**src/rtl/bbce_pkg.sv**
```systemverilog
// ----------------------------------------------------------------------------
// bbce_pkg
// Types and constants shared by the bank bit change event block.
// ----------------------------------------------------------------------------
`default_nettype none

package bbce_pkg;

  localparam int NUM_BANKS = 24;
  localparam int BITS_PER_BANK = 8;
  localparam int BIT_W = $clog2(BITS_PER_BANK);
  localparam int BANK_W = (NUM_BANKS > 1) ? $clog2(NUM_BANKS) : 1;
  localparam int POINT_W = 8;

  typedef struct packed {
    logic [7:0] bank;
    logic [7:0] data;
  } in_item_t;

  typedef struct packed {
    logic [POINT_W-1:0] point_id;
    logic               point_state;
    logic               last;
  } out_item_t;

  // Start request from the input side to the bit scanner
  typedef struct packed {
    logic                     valid;
    logic [BANK_W-1:0]        bank;
    logic [BITS_PER_BANK-1:0] data;
    logic [BITS_PER_BANK-1:0] diff;
  } scan_start_t;

  // One event from the bit scanner
  typedef struct packed {
    logic      valid;
    out_item_t item;
  } scan_emit_t;

  typedef enum logic {
    ST_IDLE,
    ST_SCAN
  } scan_state_e;

endpackage : bbce_pkg

`default_nettype wire

```
**src/rtl/bbce_store.sv**
```systemverilog
// ----------------------------------------------------------------------------
// bbce_store
// Last byte seen per bank, one write and one read port, cleared by reset.
// ----------------------------------------------------------------------------
`default_nettype none

module bbce_store
  import bbce_pkg::*;
(
  input  logic                     clk_i,
  input  logic                     rst_ni,
  input  logic                     we_i,
  input  logic [BANK_W-1:0]        addr_i,
  input  logic [BITS_PER_BANK-1:0] wdata_i,
  output logic [BITS_PER_BANK-1:0] rdata_o
);

  logic [BITS_PER_BANK-1:0] store_q [NUM_BANKS];

  always_ff @(posedge clk_i or negedge rst_ni) begin
    if (!rst_ni) begin
      for (int i = 0; i < NUM_BANKS; i++) begin
        store_q[i] <= '0;
      end
    end else if (we_i) begin
      store_q[addr_i] <= wdata_i;
    end
  end

  // addr_i is range checked by the caller before use
  assign rdata_o = store_q[addr_i];

endmodule : bbce_store

`default_nettype wire

```
**src/rtl/bbce_scan.sv**
```systemverilog
// ----------------------------------------------------------------------------
// bbce_scan
// Bit scanner: walks the changed-bit mask one bit per cycle and emits one
// event per set bit, holding while the output slot is full.
// ----------------------------------------------------------------------------
`default_nettype none

module bbce_scan
  import bbce_pkg::*;
(
  input  logic        clk_i,
  input  logic        rst_ni,
  input  scan_start_t start_i,
  input  logic        slot_free_i,
  output scan_emit_t  emit_o,
  output logic        idle_o
);

  scan_state_e              state_q, state_d;
  logic [BIT_W-1:0]         bit_q, bit_d;
  logic [BITS_PER_BANK-1:0] diff_q, diff_d;
  logic [BITS_PER_BANK-1:0] data_q, data_d;
  logic [BANK_W-1:0]        bank_q, bank_d;

  logic                     hit;
  logic [BITS_PER_BANK-1:0] rem;
  logic [BANK_W+BIT_W-1:0]  point_idx;

  assign hit       = diff_q[bit_q];
  assign rem       = diff_q & ~(BITS_PER_BANK'(1) << bit_q);
  assign point_idx = {bank_q, bit_q};

  always_comb begin
    state_d = state_q;
    bit_d   = bit_q;
    diff_d  = diff_q;
    data_d  = data_q;
    bank_d  = bank_q;
    emit_o  = '0;
    emit_o.item.point_id    = POINT_W'(point_idx) + POINT_W'(1);
    emit_o.item.point_state = data_q[bit_q];
    emit_o.item.last        = (rem == '0);
    unique case (state_q)
      ST_IDLE: begin
        if (start_i.valid) begin
          diff_d  = start_i.diff;
          data_d  = start_i.data;
          bank_d  = start_i.bank;
          bit_d   = '0;
          state_d = ST_SCAN;
        end
      end
      ST_SCAN: begin
        // a clear bit never waits; a set bit waits for the output slot
        if (!hit || slot_free_i) begin
          bit_d = bit_q + BIT_W'(1);
          if (hit) begin
            emit_o.valid = 1'b1;
            diff_d       = rem;
            if (rem == '0) begin
              state_d = ST_IDLE;
            end
          end
        end
      end
      default: state_d = ST_IDLE;
    endcase
  end

  always_ff @(posedge clk_i or negedge rst_ni) begin
    if (!rst_ni) begin
      state_q <= ST_IDLE;
      bit_q   <= '0;
      diff_q  <= '0;
    end else begin
      state_q <= state_d;
      bit_q   <= bit_d;
      diff_q  <= diff_d;
    end
  end

  always_ff @(posedge clk_i) begin
    data_q <= data_d;
    bank_q <= bank_d;
  end

  assign idle_o = (state_q == ST_IDLE);

endmodule : bbce_scan

`default_nettype wire

```
**src/rtl/bank_bit_change_events_unit.sv**
```systemverilog
// ----------------------------------------------------------------------------
// bank_bit_change_events_unit
// Per-bank change detector that turns each new bank byte into point events.
// ----------------------------------------------------------------------------
// A request carries a bank number and its new byte. Banks at or beyond
// NUM_BANKS are dropped in the cycle they are taken and the block stays
// ready. For a valid bank the byte is compared with the stored one and
// written back in the accept cycle; an unchanged byte also leaves the block ready.
// A changed byte hands the difference mask to the bit scanner, which looks
// at one bit per cycle from bit 0 up while the output side does not hold
// it, and stops after the highest changed bit; no new request is taken
// until the scanner is idle again. Events sit in an
// output register; while one waits the scanner moves on over unchanged bits
// and holds at the next changed bit until the register frees. The store
// is flip-flops cleared directly by reset; no clearing pass is needed.
`default_nettype none

module bank_bit_change_events_unit
  import bbce_pkg::*;
(
  input  logic      clk_i,
  input  logic      rst_ni,
  input  logic      in_valid_i,
  output logic      in_ready_o,
  input  in_item_t  in_item_i,
  output logic      out_valid_o,
  input  logic      out_ready_i,
  output out_item_t out_item_o
);

  logic                     accept;
  logic                     in_range;
  logic [BANK_W-1:0]        bank_idx;
  logic [BITS_PER_BANK-1:0] old_byte;
  logic                     scan_idle;
  logic                     slot_free;
  scan_start_t              start;
  scan_emit_t               emit;

  logic      out_valid_q, out_valid_d;
  out_item_t out_q;

  assign in_ready_o = scan_idle;
  assign accept     = in_valid_i && in_ready_o;
  assign in_range   = ({1'b0, in_item_i.bank} < 9'(NUM_BANKS));
  assign bank_idx   = in_item_i.bank[BANK_W-1:0];

  bbce_store u_store (
    .clk_i   (clk_i),
    .rst_ni  (rst_ni),
    .we_i    (accept && in_range),
    .addr_i  (bank_idx),
    .wdata_i (in_item_i.data),
    .rdata_o (old_byte)
  );

  always_comb begin
    start.bank  = bank_idx;
    start.data  = in_item_i.data;
    start.diff  = old_byte ^ in_item_i.data;
    start.valid = accept && in_range && (start.diff != '0);
  end

  assign slot_free = !out_valid_q || out_ready_i;

  bbce_scan u_scan (
    .clk_i       (clk_i),
    .rst_ni      (rst_ni),
    .start_i     (start),
    .slot_free_i (slot_free),
    .emit_o      (emit),
    .idle_o      (scan_idle)
  );

  always_comb begin
    out_valid_d = out_valid_q;
    if (emit.valid) begin
      out_valid_d = 1'b1;
    end else if (out_ready_i) begin
      out_valid_d = 1'b0;
    end
  end

  always_ff @(posedge clk_i or negedge rst_ni) begin
    if (!rst_ni) begin
      out_valid_q <= 1'b0;
    end else begin
      out_valid_q <= out_valid_d;
    end
  end

  always_ff @(posedge clk_i) begin
    if (emit.valid) begin
      out_q <= emit.item;
    end
  end

  assign out_valid_o = out_valid_q;
  assign out_item_o  = out_q;

endmodule : bank_bit_change_events_unit

`default_nettype wire

```
**config.mk**
```make
export PLATFORM = sky130hd
export DESIGN_NAME = bank_bit_change_events_unit
export DESIGN_NICKNAME = d
export VERILOG_FILES = /design/src/rtl/bbce_pkg.sv /design/src/rtl/bbce_store.sv /design/src/rtl/bbce_scan.sv /design/src/rtl/bank_bit_change_events_unit.sv
export SDC_FILE = /design/constraint.sdc
export NUM_CORES = 1
export LEC_CHECK = 0
export ABC_AREA = 0
export BUFFER_PORTS_ARGS = -buffer_cell sky130_fd_sc_hd__buf_2
export CORE_MARGIN = 5
export CORE_UTILIZATION = 60
export CTS_BUF_LIST = sky130_fd_sc_hd__clkbuf_2 sky130_fd_sc_hd__clkbuf_4 sky130_fd_sc_hd__clkbuf_8
export DETAILED_ROUTE_END_ITERATION = 16
export PLACE_DENSITY = 0.76
export SYNTH_ARGS = -nofsm -noshare
export SYNTH_HDL_FRONTEND = slang
export SYNTH_SLANG_ARGS = --single-unit
```
**constraint.sdc**
```tcl
create_clock -name clk_i -period 3.5 [get_ports clk_i]
set_input_delay 0.7 -clock clk_i [delete_from_list [all_inputs] [get_ports clk_i]]
set_output_delay 0.7 -clock clk_i [all_outputs]
set_load 0.05 [all_outputs]
```
==> run summary <==
CTS tree - done
Core Region - 0.01736 mm²
Reg2Reg Capture Point - u_store.store_q[92]
Relative slew slack - 52.20%
Critical path type - input pin to register
Via density - 6.080
Final ANT Viol Nets - 0
Post-synthesis async set-or-reset flop share - 89.91%
# setup viols final - 0
DRT iter0 DRCs - 514
CP Max Fanout - 13
FF-to-FF Start - u_scan.state_q
Power Dens Cells - 554.4 mW/mm²
Synthesized area - 0.01065 mm²
Reg2reg path depth - 5
Clk_lat worst skew - 540 ps
Clock slew at reported path FFs - 60 ps
Distinct cell type count after synthesis - 51
Synth warn - 0
Highest clock rate - 0.3224 GHz
Final Wtd Congestion - 0.9098
Number of port buffers - 31
Area leader, netlist - dfrtp_1
Fill count - 1228
CTS Sinks - 228
First-pass GRT wire length - 42.55 mm
VDD IR max - 0.5735 mV
Most used cell along the critical path - o22ai_1
Starting density of the core - 61.33%
Pin count of the biggest net entering global routing - 81
Leak pwr - 0.005634 µW
CTS H-tree lvls - 2
Vias in the first global route - 7735
Multi-input gate area in the final layout - 0.004453 mm²
Setup crit start - in_item_i[12]
Yosys reg bits - 228
Cell with the largest stage delay on the worst path - or4b_4
CP Data Arrival Time - 3270 ps
Final HPWL DP - 18.49 mm
Worst-Margin Slew - 713.1 ps
CP startpoint kind - input pin
Status - finished, final reports clean
Mean Syn Cell Area - 11.55 µm²
Post-CTS setup buffer count - 0
Die Ht - 143.2 µm
Number of synthesized flops with an enable pin - 23
Cell Chain, Critical Path - buf_2 -> buf_4 -> or4b_4 -> o22ai_1 -> nor2_1 -> and4_1 -> o22ai_1 -> nor4_2 -> nand2b_1 -> inv_1
Post-Layout Inst Area - 0.01215 mm²
Post-synthesis cell count - 922
Final Hold Viols - 0
Crit path buf inv count - 3
Residual DRC - 0
Critical Path End - u_scan.bank_q[4]
Crit. End Element - register
Commonest non-fill, non-tap cells in the layout - dfrtp_1, nand2_1, o21ai_0
Top cells by area, synth - dfrtp_1, mux2_2, mux2i_1, edfxtp_1, o21ai_0
Maxcap violations - 0
CTS Buf Count - 37
Most common cell after layout, fill and taps aside - dfrtp_1
Family with the most delay on the worst path - simple AND/OR/NAND/NOR gates
Area grow syn2layout - 14.14%
Drt first pass iters - 4
Reg-to-reg slack, setup - 720 ps
CTS root buf - clkbuf_8
Period Utilization, post-route - 88.62%
Layout cells sized above 1 - 27.65%
DIE WIDTH - 143.2 µm
Post-CTS Resized - 0
Synth top area share - 48.19%
Minimum clock period - 3102 ps
Max stage delay on crit path - 540 ps
Final Skew - 28.34 ps
Post-route setup TNS - 0 ps
Final wirelength - 26.67 mm
Post-synthesis sequential area ratio - 54.68%
Die Footprint - 0.02051 mm²
Data required time of the worst path - 3670 ps
Max-slew violation count - 0
Via count - 7612
Number of cell rows - 48
Initial antenna violation count - 0
Hold Crit Class - input pin to asynchronous set/reset pin
Deepest clock path buffer count - 3
Ports - 32
Final net count - 1028
Synth Flop Type - dfrtp_1
Routed len/inst - 21.30 µm
# diodes - 0
WP depth - 10
Pwr Total - 6736 µW
Remaining Overflow, GRT - 0
Overall Global Routing Usage - 26.81%
Placed Area - 0.01140 mm²
Post-CTS Hold Buffers - 0
Syn_nets - 948
Register area - 0.005821 mm²
RSZ-0062 raised after global routing - false
-- metal layers --
metal,track usage (%),vias up,wire [µm]
met5,0,-,0
met4,10.51,0,855
met3,6.330,62,1785
met2,41.39,281,12210
met1,37.15,3792,11820
li1,-,3477,-
-- power by group --
group	internal [µW]	total [µW]	switching, µW	leakage (µW)
sequential	2930	3130	194	0.00303
combinational	462	1280	821	0.00220
clock	1300	2330	1030	0.000397
-- metrics by stage --
stage	cells	setup WS (ps)	utilization (%)	hold slack (ps)
4_1_cts	1252	524.4	70.00	212.7
3_3_place_gp	1188	58.92	65.69	457.0
5_1_grt	1252	321.1	70.00	239.1
2_1_floorplan	922	417.2	-	404.4
6_report	1252	398.1	70.00	209.0
3_5_place_dp	1188	-28.12	65.69	468.9
-- how the worst min path moves through the flow --
stage | slack [ps] | to | cells after the start
2_1_floorplan | 400 | out_valid_o | 0
3_3_place_gp | 460 | u_store.store_q[12] | 2
3_5_place_dp | 470 | u_store.store_q[18] | 2
4_1_cts | 210 | u_store.store_q[98] | 1
5_1_grt | 240 | u_store.store_q[168] | 1
6_report | 210 | u_store.store_q[124] | 1
-- final cells by class --
cell class	count	area share [%]
flip-flops and latches	228	47.90
multi-input cells	611	36.65
inverters	18	0.5561
well taps	225	2.317
clock buffers	59	5.911
repair buffers	106	6.415
clock inverters	5	0.2471
-- kinds of logic (layout without fill, tap and decap cells) --
group	count (synthesis)	after routing	share of synthesized area [%]
AOI/OAI and AO/OA	182	182	10.15
xor gates and xnor gates	5	5	0.4114
adders and majority gates	6	6	0.7052
buffers and inverters	83	188	3.491
DFF	228	228	54.68
muxes	189	189	20.17
and+or+nand+nor	229	229	10.39
-- synth_stat cells, drive strengths merged (2+ instances only) --
cell type	count
nand2	126
xnor2	4
dfrtp	205
nor2	36
nor3b	2
o21ai	104
a31o	6
or4bb	2
and4	7
inv	18
nand3	12
edfxtp	23
a21oi	5
buf	22
nand4bb	3
nor2b	7
ha	6
mux4	11
or4b	4
and3	2
mux2	94
nor3	2
nand4	2
a31oi	11
nor4	7
nand4b	4
a32o	4
mux2i	84
nand2b	6
o22ai	45
or2	2
a22oi	2
clkbuf	43
-- sequential cells by signal, summed over array words and instances, names as in the netlist --
name,cells
out_valid_o,1
u_scan.bit_q,3
u_scan.bank_q,5
u_store.store_q,192
u_scan.state_q,1
u_scan.diff_q,8
out_item_o,10
u_scan.data_q,8
Power figures use the tool's default switching activity.
